<file path="config.mk">
export PLATFORM = sky130hd
export DESIGN_NAME = load_rebalance_planner_core
export DESIGN_NICKNAME = d
export VERILOG_FILES = /design/src/hdl/lrp_pkg.sv /design/src/hdl/load_rebalance_planner_core.sv /design/src/hdl/lrp_ram.sv /design/src/hdl/lrp_front.sv /design/src/hdl/lrp_queue.sv /design/src/hdl/lrp_back.sv
export SDC_FILE = /design/constraint.sdc
export NUM_CORES = 1
export LEC_CHECK = 0
export BUFFER_PORTS_ARGS = -buffer_cell sky130_fd_sc_hd__buf_2
export CAP_MARGIN = 25
export CORE_ASPECT_RATIO = 0.5
export CORE_MARGIN = 2
export CORE_UTILIZATION = 35
export CTS_CLUSTER_SIZE = 25
export DETAILED_ROUTE_END_ITERATION = 8
export PLACE_DENSITY = 0.49
export SLEW_MARGIN = 5
export SYNTH_ARGS = -nofsm -noshare
export SYNTH_HDL_FRONTEND = slang
export SYNTH_SLANG_ARGS = --single-unit
</file>
<file path="constraint.sdc">
create_clock -name clk -period 8.36 [get_ports clk]
set_input_delay 0.418 -clock clk [delete_from_list [all_inputs] [get_ports clk]]
set_output_delay 0.418 -clock clk [all_outputs]
set_load 0.05 [all_outputs]
</file>
<file path="src/hdl/lrp_pkg.sv">
package lrp_pkg;

    // default worker capacity of the snapshot store
    localparam int WORKERS_DEF = 32;

    // depth of the item queue between front and back
    localparam int QUEUE_DEPTH = 4;

    // commands per run, not counting the done command
    localparam int MAX_CMDS  = 32;
    localparam int CMD_CNT_W = 6;

    localparam int LOAD_W = 16;
    localparam int IDX_W  = 5;

    // command kinds
    localparam logic [1:0] KIND_ALL  = 2'd0;
    localparam logic [1:0] KIND_HALF = 2'd1;
    localparam logic [1:0] KIND_DONE = 2'd2;

    // configuration register indexes
    localparam logic [1:0] REG_IDLE     = 2'd0;
    localparam logic [1:0] REG_ACCEPT   = 2'd1;
    localparam logic [1:0] REG_OVERLOAD = 2'd2;

    // reset values of the thresholds
    localparam logic [LOAD_W-1:0] IDLE_RST     = 16'd6554;
    localparam logic [LOAD_W-1:0] ACCEPT_RST   = 16'd19661;
    localparam logic [LOAD_W-1:0] OVERLOAD_RST = 16'd29491;

    typedef struct packed {
        logic [LOAD_W-1:0] idle;
        logic [LOAD_W-1:0] accept;
        logic [LOAD_W-1:0] overload;
    } thr_t;

    typedef struct packed {
        logic [1:0]       kind;
        logic [IDX_W-1:0] src;
        logic [IDX_W-1:0] dst;
        logic             last;
    } cmd_t;

endpackage

</file>
<file path="src/hdl/load_rebalance_planner_core.sv">
// channel  | dir | handshake                     | payload
// s_axis   | in  | s_axis_tvalid / s_axis_tready | tdata[15:0] load level, tlast last_worker
// m_axis   | out | m_axis_tvalid / m_axis_tready | tuser command_kind, tdata src/dst, tlast
// cfg      | in  | cfg_we (no wait)              | cfg_addr register index, cfg_wdata value
//
// loads are taken one per cycle into a four-entry queue, stored one per cycle while the
// back end collects; after the last load a scan reads then classes each worker, then up
// to 2*WORKERS walk steps read then evaluate, plus an output state when a command issues;
// each store has one read port; the done command closes every run; reset needs no
// clearing pass; a stalled m_axis holds the walk, a full queue holds s_axis
module load_rebalance_planner_core #(
    parameter int WORKERS = lrp_pkg::WORKERS_DEF
) (
    input  logic        clk,
    input  logic        rst_n,
    input  logic        s_axis_tvalid,
    output logic        s_axis_tready,
    input  logic [15:0] s_axis_tdata,   // [15:0] load level
    input  logic        s_axis_tlast,
    output logic        m_axis_tvalid,
    input  logic        m_axis_tready,
    output logic [15:0] m_axis_tdata,   // [4:0] source_worker, [9:5] dest_worker, zero fill
    output logic [1:0]  m_axis_tuser,   // [1:0] command_kind
    output logic        m_axis_tlast,
    input  logic        cfg_we,
    input  logic [1:0]  cfg_addr,
    input  logic [15:0] cfg_wdata
);

    localparam int ITEM_W = lrp_pkg::LOAD_W + 2 + $clog2(WORKERS) + $clog2(WORKERS + 1);

    lrp_pkg::thr_t     thr_reg;
    lrp_pkg::thr_t     thr_next;
    logic [ITEM_W-1:0] front_item;
    logic [ITEM_W-1:0] q_item;
    logic              q_valid;
    logic              q_ready;
    logic              out_valid;
    lrp_pkg::cmd_t     out_cmd;

    // threshold registers
    always_comb
    begin
        thr_next = thr_reg;
        if (cfg_we)
        begin
            case (cfg_addr)
                lrp_pkg::REG_IDLE:     thr_next.idle     = cfg_wdata;
                lrp_pkg::REG_ACCEPT:   thr_next.accept   = cfg_wdata;
                lrp_pkg::REG_OVERLOAD: thr_next.overload = cfg_wdata;
                default:               thr_next          = thr_reg;
            endcase
        end
    end

    always_ff @(posedge clk or negedge rst_n)
    begin
        if (!rst_n)
        begin
            thr_reg.idle     <= lrp_pkg::IDLE_RST;
            thr_reg.accept   <= lrp_pkg::ACCEPT_RST;
            thr_reg.overload <= lrp_pkg::OVERLOAD_RST;
        end
        else
        begin
            thr_reg <= thr_next;
        end
    end

    // input tagging
    lrp_front #(.WORKERS(WORKERS)) u_front (
        .clk      (clk),
        .rst_n    (rst_n),
        .in_valid (s_axis_tvalid),
        .in_load  (s_axis_tdata),
        .in_last  (s_axis_tlast),
        .in_ready (s_axis_tready),
        .item     (front_item)
    );

    // decoupling queue
    lrp_queue #(.WIDTH(ITEM_W), .DEPTH(lrp_pkg::QUEUE_DEPTH)) u_queue (
        .clk        (clk),
        .rst_n      (rst_n),
        .push_valid (s_axis_tvalid),
        .push_ready (s_axis_tready),
        .push_data  (front_item),
        .pop_valid  (q_valid),
        .pop_ready  (q_ready),
        .pop_data   (q_item)
    );

    // storage and planning
    lrp_back #(.WORKERS(WORKERS)) u_back (
        .clk       (clk),
        .rst_n     (rst_n),
        .thr       (thr_reg),
        .q_valid   (q_valid),
        .q_ready   (q_ready),
        .q_item    (q_item),
        .out_valid (out_valid),
        .out_ready (m_axis_tready),
        .out_cmd   (out_cmd)
    );

    assign m_axis_tvalid = out_valid;
    assign m_axis_tuser  = out_cmd.kind;
    assign m_axis_tdata  = {6'd0, out_cmd.dst, out_cmd.src};
    assign m_axis_tlast  = out_cmd.last;

endmodule

</file>
<file path="src/hdl/lrp_ram.sv">
module lrp_ram #(
    parameter int WIDTH = 16,
    parameter int DEPTH = 32
) (
    input  logic                     clk,
    input  logic                     we,
    input  logic [$clog2(DEPTH)-1:0] waddr,
    input  logic [WIDTH-1:0]         wdata,
    input  logic [$clog2(DEPTH)-1:0] raddr,
    output logic [WIDTH-1:0]         rdata
);

    logic [WIDTH-1:0] mem [DEPTH];

    // one write port, registered read port
    always_ff @(posedge clk)
    begin
        if (we)
        begin
            mem[waddr] <= wdata;
        end
        rdata <= mem[raddr];
    end

endmodule

</file>
<file path="src/hdl/lrp_front.sv">
module lrp_front #(
    parameter int WORKERS = lrp_pkg::WORKERS_DEF
) (
    input  logic                                   clk,
    input  logic                                   rst_n,
    input  logic                                   in_valid,
    input  logic [lrp_pkg::LOAD_W-1:0]             in_load,
    input  logic                                   in_last,
    input  logic                                   in_ready,
    output logic [lrp_pkg::LOAD_W+2+$clog2(WORKERS)+$clog2(WORKERS+1)-1:0] item
);

    localparam int IW = $clog2(WORKERS);
    localparam int CW = $clog2(WORKERS + 1);

    logic [CW-1:0] count_reg;
    logic [CW-1:0] count_next;
    logic          store;
    logic [CW-1:0] fill;

    // loads past the store capacity are tagged as not stored
    assign store = (count_reg < CW'(WORKERS));
    assign fill  = store ? count_reg + CW'(1) : count_reg;

    // item: {fill count, write address, store, last, load}
    assign item = {fill, count_reg[IW-1:0], store, in_last, in_load};

    // count restarts after the transfer that closes a snapshot
    always_comb
    begin
        count_next = count_reg;
        if (in_valid && in_ready)
        begin
            count_next = in_last ? '0 : fill;
        end
    end

    always_ff @(posedge clk or negedge rst_n)
    begin
        if (!rst_n)
        begin
            count_reg <= '0;
        end
        else
        begin
            count_reg <= count_next;
        end
    end

endmodule

</file>
<file path="src/hdl/lrp_queue.sv">
module lrp_queue #(
    parameter int WIDTH = 8,
    parameter int DEPTH = lrp_pkg::QUEUE_DEPTH
) (
    input  logic             clk,
    input  logic             rst_n,
    input  logic             push_valid,
    output logic             push_ready,
    input  logic [WIDTH-1:0] push_data,
    output logic             pop_valid,
    input  logic             pop_ready,
    output logic [WIDTH-1:0] pop_data
);

    localparam int PW = $clog2(DEPTH);
    localparam int NW = $clog2(DEPTH + 1);

    logic [WIDTH-1:0] slot_reg [DEPTH];
    logic [PW-1:0]    wptr_reg;
    logic [PW-1:0]    wptr_next;
    logic [PW-1:0]    rptr_reg;
    logic [PW-1:0]    rptr_next;
    logic [NW-1:0]    used_reg;
    logic [NW-1:0]    used_next;
    logic             do_push;
    logic             do_pop;

    assign push_ready = (used_reg != NW'(DEPTH));
    assign pop_valid  = (used_reg != '0);
    assign pop_data   = slot_reg[rptr_reg];
    assign do_push    = push_valid && push_ready;
    assign do_pop     = pop_valid && pop_ready;

    // pointer wrap and fill level
    always_comb
    begin
        wptr_next = wptr_reg;
        rptr_next = rptr_reg;
        used_next = used_reg;
        if (do_push)
        begin
            wptr_next = (wptr_reg == PW'(DEPTH - 1)) ? '0 : wptr_reg + PW'(1);
        end
        if (do_pop)
        begin
            rptr_next = (rptr_reg == PW'(DEPTH - 1)) ? '0 : rptr_reg + PW'(1);
        end
        if (do_push && !do_pop)
        begin
            used_next = used_reg + NW'(1);
        end
        else if (do_pop && !do_push)
        begin
            used_next = used_reg - NW'(1);
        end
    end

    always_ff @(posedge clk or negedge rst_n)
    begin
        if (!rst_n)
        begin
            wptr_reg <= '0;
            rptr_reg <= '0;
            used_reg <= '0;
        end
        else
        begin
            wptr_reg <= wptr_next;
            rptr_reg <= rptr_next;
            used_reg <= used_next;
        end
    end

    // payload slots
    always_ff @(posedge clk)
    begin
        if (do_push)
        begin
            slot_reg[wptr_reg] <= push_data;
        end
    end

endmodule

</file>
<file path="src/hdl/lrp_back.sv">
module lrp_back #(
    parameter int WORKERS = lrp_pkg::WORKERS_DEF
) (
    input  logic                 clk,
    input  logic                 rst_n,
    input  lrp_pkg::thr_t        thr,
    input  logic                 q_valid,
    output logic                 q_ready,
    input  logic [lrp_pkg::LOAD_W+2+$clog2(WORKERS)+$clog2(WORKERS+1)-1:0] q_item,
    output logic                 out_valid,
    input  logic                 out_ready,
    output lrp_pkg::cmd_t        out_cmd
);

    localparam int IW = $clog2(WORKERS);
    localparam int CW = $clog2(WORKERS + 1);
    localparam int LW = lrp_pkg::LOAD_W;
    localparam int XW = lrp_pkg::IDX_W;
    localparam int NC = lrp_pkg::CMD_CNT_W;

    localparam logic [2:0] ST_COLLECT  = 3'd0;
    localparam logic [2:0] ST_SCAN_RD  = 3'd1;
    localparam logic [2:0] ST_SCAN_EV  = 3'd2;
    localparam logic [2:0] ST_WALK_RD  = 3'd3;
    localparam logic [2:0] ST_WALK_EV  = 3'd4;
    localparam logic [2:0] ST_WALK_OUT = 3'd5;
    localparam logic [2:0] ST_DONE     = 3'd6;

    logic [2:0]    state_reg;
    logic [2:0]    state_next;
    logic [CW-1:0] n_reg;
    logic [CW-1:0] n_next;
    logic [CW-1:0] idx_reg;
    logic [CW-1:0] idx_next;
    logic          second_reg;
    logic          second_next;
    logic [CW-1:0] idle_depth_reg;
    logic [CW-1:0] idle_depth_next;
    logic [CW-1:0] ovl_depth_reg;
    logic [CW-1:0] ovl_depth_next;
    logic          any_avail_reg;
    logic          any_avail_next;
    logic          any_split_reg;
    logic          any_split_next;
    logic [1:0]    kind_reg;
    logic [1:0]    kind_next;
    logic [NC-1:0] cmd_cnt_reg;
    logic [NC-1:0] cmd_cnt_next;
    logic          out_valid_reg;
    logic          out_valid_next;
    lrp_pkg::cmd_t out_cmd_reg;
    lrp_pkg::cmd_t out_cmd_next;

    // queued item fields
    logic [LW-1:0] it_load;
    logic          it_last;
    logic          it_store;
    logic [IW-1:0] it_waddr;
    logic [CW-1:0] it_fill;

    assign {it_fill, it_waddr, it_store, it_last, it_load} = q_item;

    // memories
    logic [LW-1:0] load_rdata;
    logic [XW-1:0] idle_rdata;
    logic [XW-1:0] ovl_rdata;
    logic          idle_we;
    logic          ovl_we;
    logic [CW-1:0] idle_top;
    logic [CW-1:0] ovl_top;
    logic [XW-1:0] idx5;
    logic [IW+XW-1:0] idx_ext;

    // worker index as a 5-bit command field
    assign idx_ext = {{XW{1'b0}}, idx_reg[IW-1:0]};
    assign idx5    = idx_ext[XW-1:0];

    // popped entry stays on the read port while a command waits
    assign idle_top = (state_reg == ST_WALK_OUT) ? idle_depth_reg : idle_depth_reg - CW'(1);
    assign ovl_top  = (state_reg == ST_WALK_OUT) ? ovl_depth_reg : ovl_depth_reg - CW'(1);

    lrp_ram #(.WIDTH(LW), .DEPTH(WORKERS)) u_load_ram (
        .clk   (clk),
        .we    (q_ready && q_valid && it_store),
        .waddr (it_waddr),
        .wdata (it_load),
        .raddr (idx_reg[IW-1:0]),
        .rdata (load_rdata)
    );

    lrp_ram #(.WIDTH(XW), .DEPTH(WORKERS)) u_idle_stack (
        .clk   (clk),
        .we    (idle_we),
        .waddr (idle_depth_reg[IW-1:0]),
        .wdata (idx5),
        .raddr (idle_top[IW-1:0]),
        .rdata (idle_rdata)
    );

    lrp_ram #(.WIDTH(XW), .DEPTH(WORKERS)) u_ovl_stack (
        .clk   (clk),
        .we    (ovl_we),
        .waddr (ovl_depth_reg[IW-1:0]),
        .wdata (idx5),
        .raddr (ovl_top[IW-1:0]),
        .rdata (ovl_rdata)
    );

    // classes of the load just read
    logic is_idle;
    logic is_host;
    logic is_over;
    logic is_mid;
    logic at_end;
    logic walk_end;
    logic out_free;

    assign is_idle  = (load_rdata <= thr.idle);
    assign is_host  = (load_rdata <= thr.accept);
    assign is_over  = (load_rdata >= thr.overload);
    assign is_mid   = !is_idle && !is_over;
    assign at_end   = (idx_reg + CW'(1) == n_reg);
    assign walk_end = at_end && second_reg;
    assign out_free = !out_valid_reg || out_ready;

    assign idle_we = (state_reg == ST_SCAN_EV) && is_idle;
    assign ovl_we  = (state_reg == ST_SCAN_EV) && !is_idle && is_over;

    assign q_ready   = (state_reg == ST_COLLECT);
    assign out_valid = out_valid_reg;
    assign out_cmd   = out_cmd_reg;

    // planning sequencer
    always_comb
    begin
        state_next      = state_reg;
        n_next          = n_reg;
        idx_next        = idx_reg;
        second_next     = second_reg;
        idle_depth_next = idle_depth_reg;
        ovl_depth_next  = ovl_depth_reg;
        any_avail_next  = any_avail_reg;
        any_split_next  = any_split_reg;
        kind_next       = kind_reg;
        cmd_cnt_next    = cmd_cnt_reg;
        out_valid_next  = out_valid_reg && !out_ready;
        out_cmd_next    = out_cmd_reg;

        case (state_reg)
            ST_COLLECT:
            begin
                if (q_valid && it_last)
                begin
                    n_next          = it_fill;
                    idx_next        = '0;
                    second_next     = 1'b0;
                    idle_depth_next = '0;
                    ovl_depth_next  = '0;
                    any_avail_next  = 1'b0;
                    any_split_next  = 1'b0;
                    cmd_cnt_next    = '0;
                    state_next      = ST_SCAN_RD;
                end
            end

            ST_SCAN_RD:
            begin
                state_next = ST_SCAN_EV;
            end

            // class the worker, push candidates, note whether planning is needed
            ST_SCAN_EV:
            begin
                if (is_idle)
                begin
                    idle_depth_next = idle_depth_reg + CW'(1);
                end
                else if (is_over)
                begin
                    ovl_depth_next = ovl_depth_reg + CW'(1);
                end
                any_avail_next = any_avail_reg || is_host || is_idle;
                any_split_next = any_split_reg || (!is_idle && !is_host && is_over);
                if (at_end)
                begin
                    idx_next = '0;
                    if (any_avail_next && any_split_next)
                    begin
                        state_next = ST_WALK_RD;
                    end
                    else
                    begin
                        state_next = ST_DONE;
                    end
                end
                else
                begin
                    idx_next   = idx_reg + CW'(1);
                    state_next = ST_SCAN_RD;
                end
            end

            ST_WALK_RD:
            begin
                state_next = ST_WALK_EV;
            end

            // pick a candidate for this worker, move on, or end the walk
            ST_WALK_EV:
            begin
                if (is_mid && idle_depth_reg != '0)
                begin
                    idle_depth_next = idle_depth_reg - CW'(1);
                    kind_next       = lrp_pkg::KIND_ALL;
                    state_next      = ST_WALK_OUT;
                end
                else if ((is_mid || is_idle) && ovl_depth_reg != '0)
                begin
                    ovl_depth_next = ovl_depth_reg - CW'(1);
                    kind_next      = lrp_pkg::KIND_HALF;
                    state_next     = ST_WALK_OUT;
                end
                else if (is_mid || walk_end)
                begin
                    state_next = ST_DONE;
                end
                else
                begin
                    idx_next    = at_end ? '0 : idx_reg + CW'(1);
                    second_next = second_reg || at_end;
                    state_next  = ST_WALK_RD;
                end
            end

            // popped candidate is on the stack read port
            ST_WALK_OUT:
            begin
                if (out_free)
                begin
                    out_valid_next   = 1'b1;
                    out_cmd_next.kind = kind_reg;
                    out_cmd_next.src  = (kind_reg == lrp_pkg::KIND_ALL) ? idle_rdata
                                                                         : ovl_rdata;
                    out_cmd_next.dst  = idx5;
                    out_cmd_next.last = 1'b0;
                    cmd_cnt_next      = cmd_cnt_reg + NC'(1);
                    if (walk_end || cmd_cnt_next == NC'(lrp_pkg::MAX_CMDS))
                    begin
                        state_next = ST_DONE;
                    end
                    else
                    begin
                        idx_next    = at_end ? '0 : idx_reg + CW'(1);
                        second_next = second_reg || at_end;
                        state_next  = ST_WALK_RD;
                    end
                end
            end

            ST_DONE:
            begin
                if (out_free)
                begin
                    out_valid_next    = 1'b1;
                    out_cmd_next.kind = lrp_pkg::KIND_DONE;
                    out_cmd_next.src  = '0;
                    out_cmd_next.dst  = '0;
                    out_cmd_next.last = 1'b1;
                    state_next        = ST_COLLECT;
                end
            end

            default:
            begin
                state_next = ST_COLLECT;
            end
        endcase
    end

    always_ff @(posedge clk or negedge rst_n)
    begin
        if (!rst_n)
        begin
            state_reg      <= ST_COLLECT;
            n_reg          <= '0;
            idx_reg        <= '0;
            second_reg     <= 1'b0;
            idle_depth_reg <= '0;
            ovl_depth_reg  <= '0;
            any_avail_reg  <= 1'b0;
            any_split_reg  <= 1'b0;
            kind_reg       <= lrp_pkg::KIND_ALL;
            cmd_cnt_reg    <= '0;
            out_valid_reg  <= 1'b0;
        end
        else
        begin
            state_reg      <= state_next;
            n_reg          <= n_next;
            idx_reg        <= idx_next;
            second_reg     <= second_next;
            idle_depth_reg <= idle_depth_next;
            ovl_depth_reg  <= ovl_depth_next;
            any_avail_reg  <= any_avail_next;
            any_split_reg  <= any_split_next;
            kind_reg       <= kind_next;
            cmd_cnt_reg    <= cmd_cnt_next;
            out_valid_reg  <= out_valid_next;
        end
    end

    // output payload
    always_ff @(posedge clk)
    begin
        out_cmd_reg <= out_cmd_next;
    end

endmodule

</file>
==> flow_metrics.env <==
export IMPL_status="finished clean"
export IMPL_worst_pin_slew_ps=1034
export IMPL_async_reset_ff_share_pct=9.124
export IMPL_final_max_slew_viol_count=0
export IMPL_syn_instance_count=2263
export IMPL_holdWs_ps=93.10
export IMPL_cts_tree="done"
export IMPL_cts_buffer_depth=3
export IMPL_clock_latency_ps=720
export IMPL_rsz0062_at_grt="no"
export IMPL_ir_worst_vdd_uv=216.9
export IMPL_fin_util_pct=40.60
export IMPL_final_net_count=2514
export IMPL_via_per_inst=5.137
export IMPL_clk_pin_slew_ps=60
export IMPL_wl_per_cell_um=24.74
export IMPL_cp_arrival_ps=4370
export IMPL_drt_first_pass_iters=5
export IMPL_period_share_pct=48.11
export IMPL_mostFrequentLayoutCells="960 x edfxtp_1, 289 x mux4_2, 135 x nand2_1, 105 x nor2_1, 105 x clkbuf_16"
export IMPL_total_power_mw=18.25
export IMPL_syn_area_per_cell_um2=19.29
export IMPL_yosysTopAreaCell="edfxtp_1"
export IMPL_reg2reg_to="u_back.u_ovl_stack.mem[16][0]"
export IMPL_fp_row_count=91
export IMPL_synth_edf_count=960
export IMPL_routed_top_layer="met4"
export IMPL_netlist_area_um2=43650
export IMPL_cpPeakStageDelay_ps=510
export IMPL_antenna_found_initial=7
export IMPL_setup_violations=0
export IMPL_cp_top_family="simple AND/OR/NAND/NOR gates"
export IMPL_finalSetupTns_ps=0
export IMPL_crit_cells=10
export IMPL_min_from="s_axis_tlast"
export IMPL_drt_met1_wl_mm=47.06
export IMPL_post_cts_resized=0
export IMPL_routed_wl_met3_mm=4.429
export IMPL_place_congestion=0.7743
export IMPL_r2r_start="thr_reg[43]"
export IMPL_crit_end="u_back.u_ovl_stack.mem[16][0]"
export IMPL_drc=0
export IMPL_core_um2=123500
export IMPL_ios=61
export IMPL_finalInstanceArea_um2=50160
export IMPL_cts_htree_levels=3
export IMPL_largest_reg_flops=512
export IMPL_path_class="reg -> reg"
export IMPL_synth_ff_type="edfxtp_1"
export IMPL_power_leakage_nw=16.38
export IMPL_die_area_um2=127700
export IMPL_cts_buffers=103
export IMPL_fin_crit_ps=4022
export IMPL_die_h_um=253.7
export IMPL_cp_startpoint="thr_reg[43]"
export IMPL_start_kind="flop"
export IMPL_initial_core_util_pct=35.34
export IMPL_gr_total_overflow=0
export IMPL_grt_max_degree=130
export IMPL_end_kind="flop"
export IMPL_powerDensity_nw_per_um2=363.8
export IMPL_clock_sinks=1085
export IMPL_drt_initial_drc_count=1880
export IMPL_clock_skew_ps=22.54
export IMPL_reg_top3="u_back.u_load_ram.mem (512), u_back.u_idle_stack.mem (160), u_back.u_ovl_stack.mem (160)"
export IMPL_fill_cells=10980
export IMPL_yosysUniqueCellTypes=77
export IMPL_dr_wl_met2_mm=49.77
export IMPL_grt_pass1_vias=22190
export IMPL_final_common_cell="edfxtp_1"
export IMPL_area_growth_pct=14.89
export IMPL_ff2ff_path_depth=10
export IMPL_crit_buf_inv=1
export IMPL_num_antenna_cells=0
export IMPL_hold_viol_final=0
export IMPL_root_buffer="clkbuf_16"
export IMPL_ys_ff_latch=1085
export IMPL_yosys_warnings=0
export IMPL_grt_pass1_wl_mm=152.8
export IMPL_place_hpwl_mm=61.12
export IMPL_worstPathMaxFanout=12
export IMPL_synthTopCellsByArea="edfxtp_1 66%, mux4_2 15%, dfrtp_1 4.3%"
export IMPL_cp_cell_sequence="inv_1 > ha_1 > nand4_1 > nor4_1 > a21boi_1 > o31a_1 > nand2_1 > nor2_1 > nand2_1 > nor2_1"
export IMPL_num_vias=21410
export IMPL_r2r_slack_ps=4340
export IMPL_crit_required_ps=8710
export IMPL_netlist_area_leader_share_pct=66.04
export IMPL_cp_slowest_cell="dfstp_2"
export IMPL_fmax_mhz=248.6
export IMPL_die_x_um=503.5
export IMPL_ant_nets=0
export IMPL_largest_register="u_back.u_load_ram.mem"
export IMPL_maxCapViolations=0
export IMPL_layout_drive_gt1_share_pct=27.23
export IMPL_io_buffers=54
export IMPL_ys_seq_area_share_pct=72.97
export IMPL_slew_headroom_pct=31.04
export IMPL_grt_usage_pct=16.36
export IMPL_wl_mm=103.1
export IMPL_place_area_um2=46230
export IMPL_hold_path_class="in -> reg"
how the worst min path moves through the flow:
stage,endpoint,slack (ps),depth (start not counted)
final,u_queue.slot_reg[0][16],90,1
after CTS,u_queue.slot_reg[0][16],20,1
after floorplan,thr_reg[10],120,0
after detailed placement,thr_reg[24],420,1
after global placement,thr_reg[24],430,1
after global routing,u_queue.slot_reg[0][16],30,1
worst register-to-register path: stages (launching register included):
cell	delay, ps
dfstp_2	510
inv_1	50
ha_1	310
nand4_1	160
nor4_1	430
a21boi_1	230
o31a_1	480
nand2_1	200
nor2_1	330
nand2_1	460
nor2_1	510
cells by family after synthesis:
family          count (synthesis)  synth area share (%)
mux                           341                 16.23
simple gates                  410                 4.273
fa+ha+maj                      68                 1.966
flops                        1085                 72.97
compound gates                164                 2.439
other cells                     1              0.008590
xor+xnor                       22                0.4758
buf+inv                       172                 1.631
cell usage after synthesis, types with 16 or more instances:
| cell type | instances |
|---|---|
| nor3_1 | 16 |
| a21oi_1 | 35 |
| o21ai_0 | 48 |
| inv_1 | 62 |
| dfrtp_1 | 75 |
| dfstp_2 | 24 |
| dfxtp_1 | 26 |
| mux4_2 | 289 |
| nor2_1 | 137 |
| buf_1 | 18 |
| nand3_1 | 36 |
| mux2_2 | 46 |
| ha_1 | 67 |
| clkbuf_1 | 60 |
| nand2_1 | 135 |
| edfxtp_1 | 960 |
| buf_2 | 17 |
where the power goes:
group	internal, mW	switching, mW	total [mW]
clock network	2.91	2.08	4.99
logic	2.31	3.32	5.63
registers	7.19	0.433	7.62
total	12.4	5.84	18.2
per-stage QoR:
stage | instances | setup WS, ps
after floorplan | 2268 | 4954
after global placement | 3935 | 4379
after detailed placement | 3941 | 4304
after CTS | 4167 | 4283
after global routing | 4168 | 4024
final | 4168 | 4338
layer usage:
layer / vias up / GRT usage (%)
met4: 0 / 3.475
met5: - / 0
met2: 478 / 26.50
met1: 11420 / 23.18
met3: 135 / 2.906
li1: 9378 / -
final cells by class:
type                            count  area, um2  area share (%)
Multi-Input combinational cell   1011      11280           22.49
Clock buffer                      138       2831           5.645
Timing Repair Buffer              138       1066           2.125
Sequential cell                  1085      31870           63.55
Inverter                           67      251.5          0.5014
Clock inverter                     55      757.0           1.509
Tap cell                         1674       2095           4.176
repair_timing:
action,in CTS,in global routing
hold buffers,33,0
buffers inserted,0,0
endpoints found under the hold margin,149,0
endpoints found under the setup margin,0,0
Power figures use the tool's default switching activity.
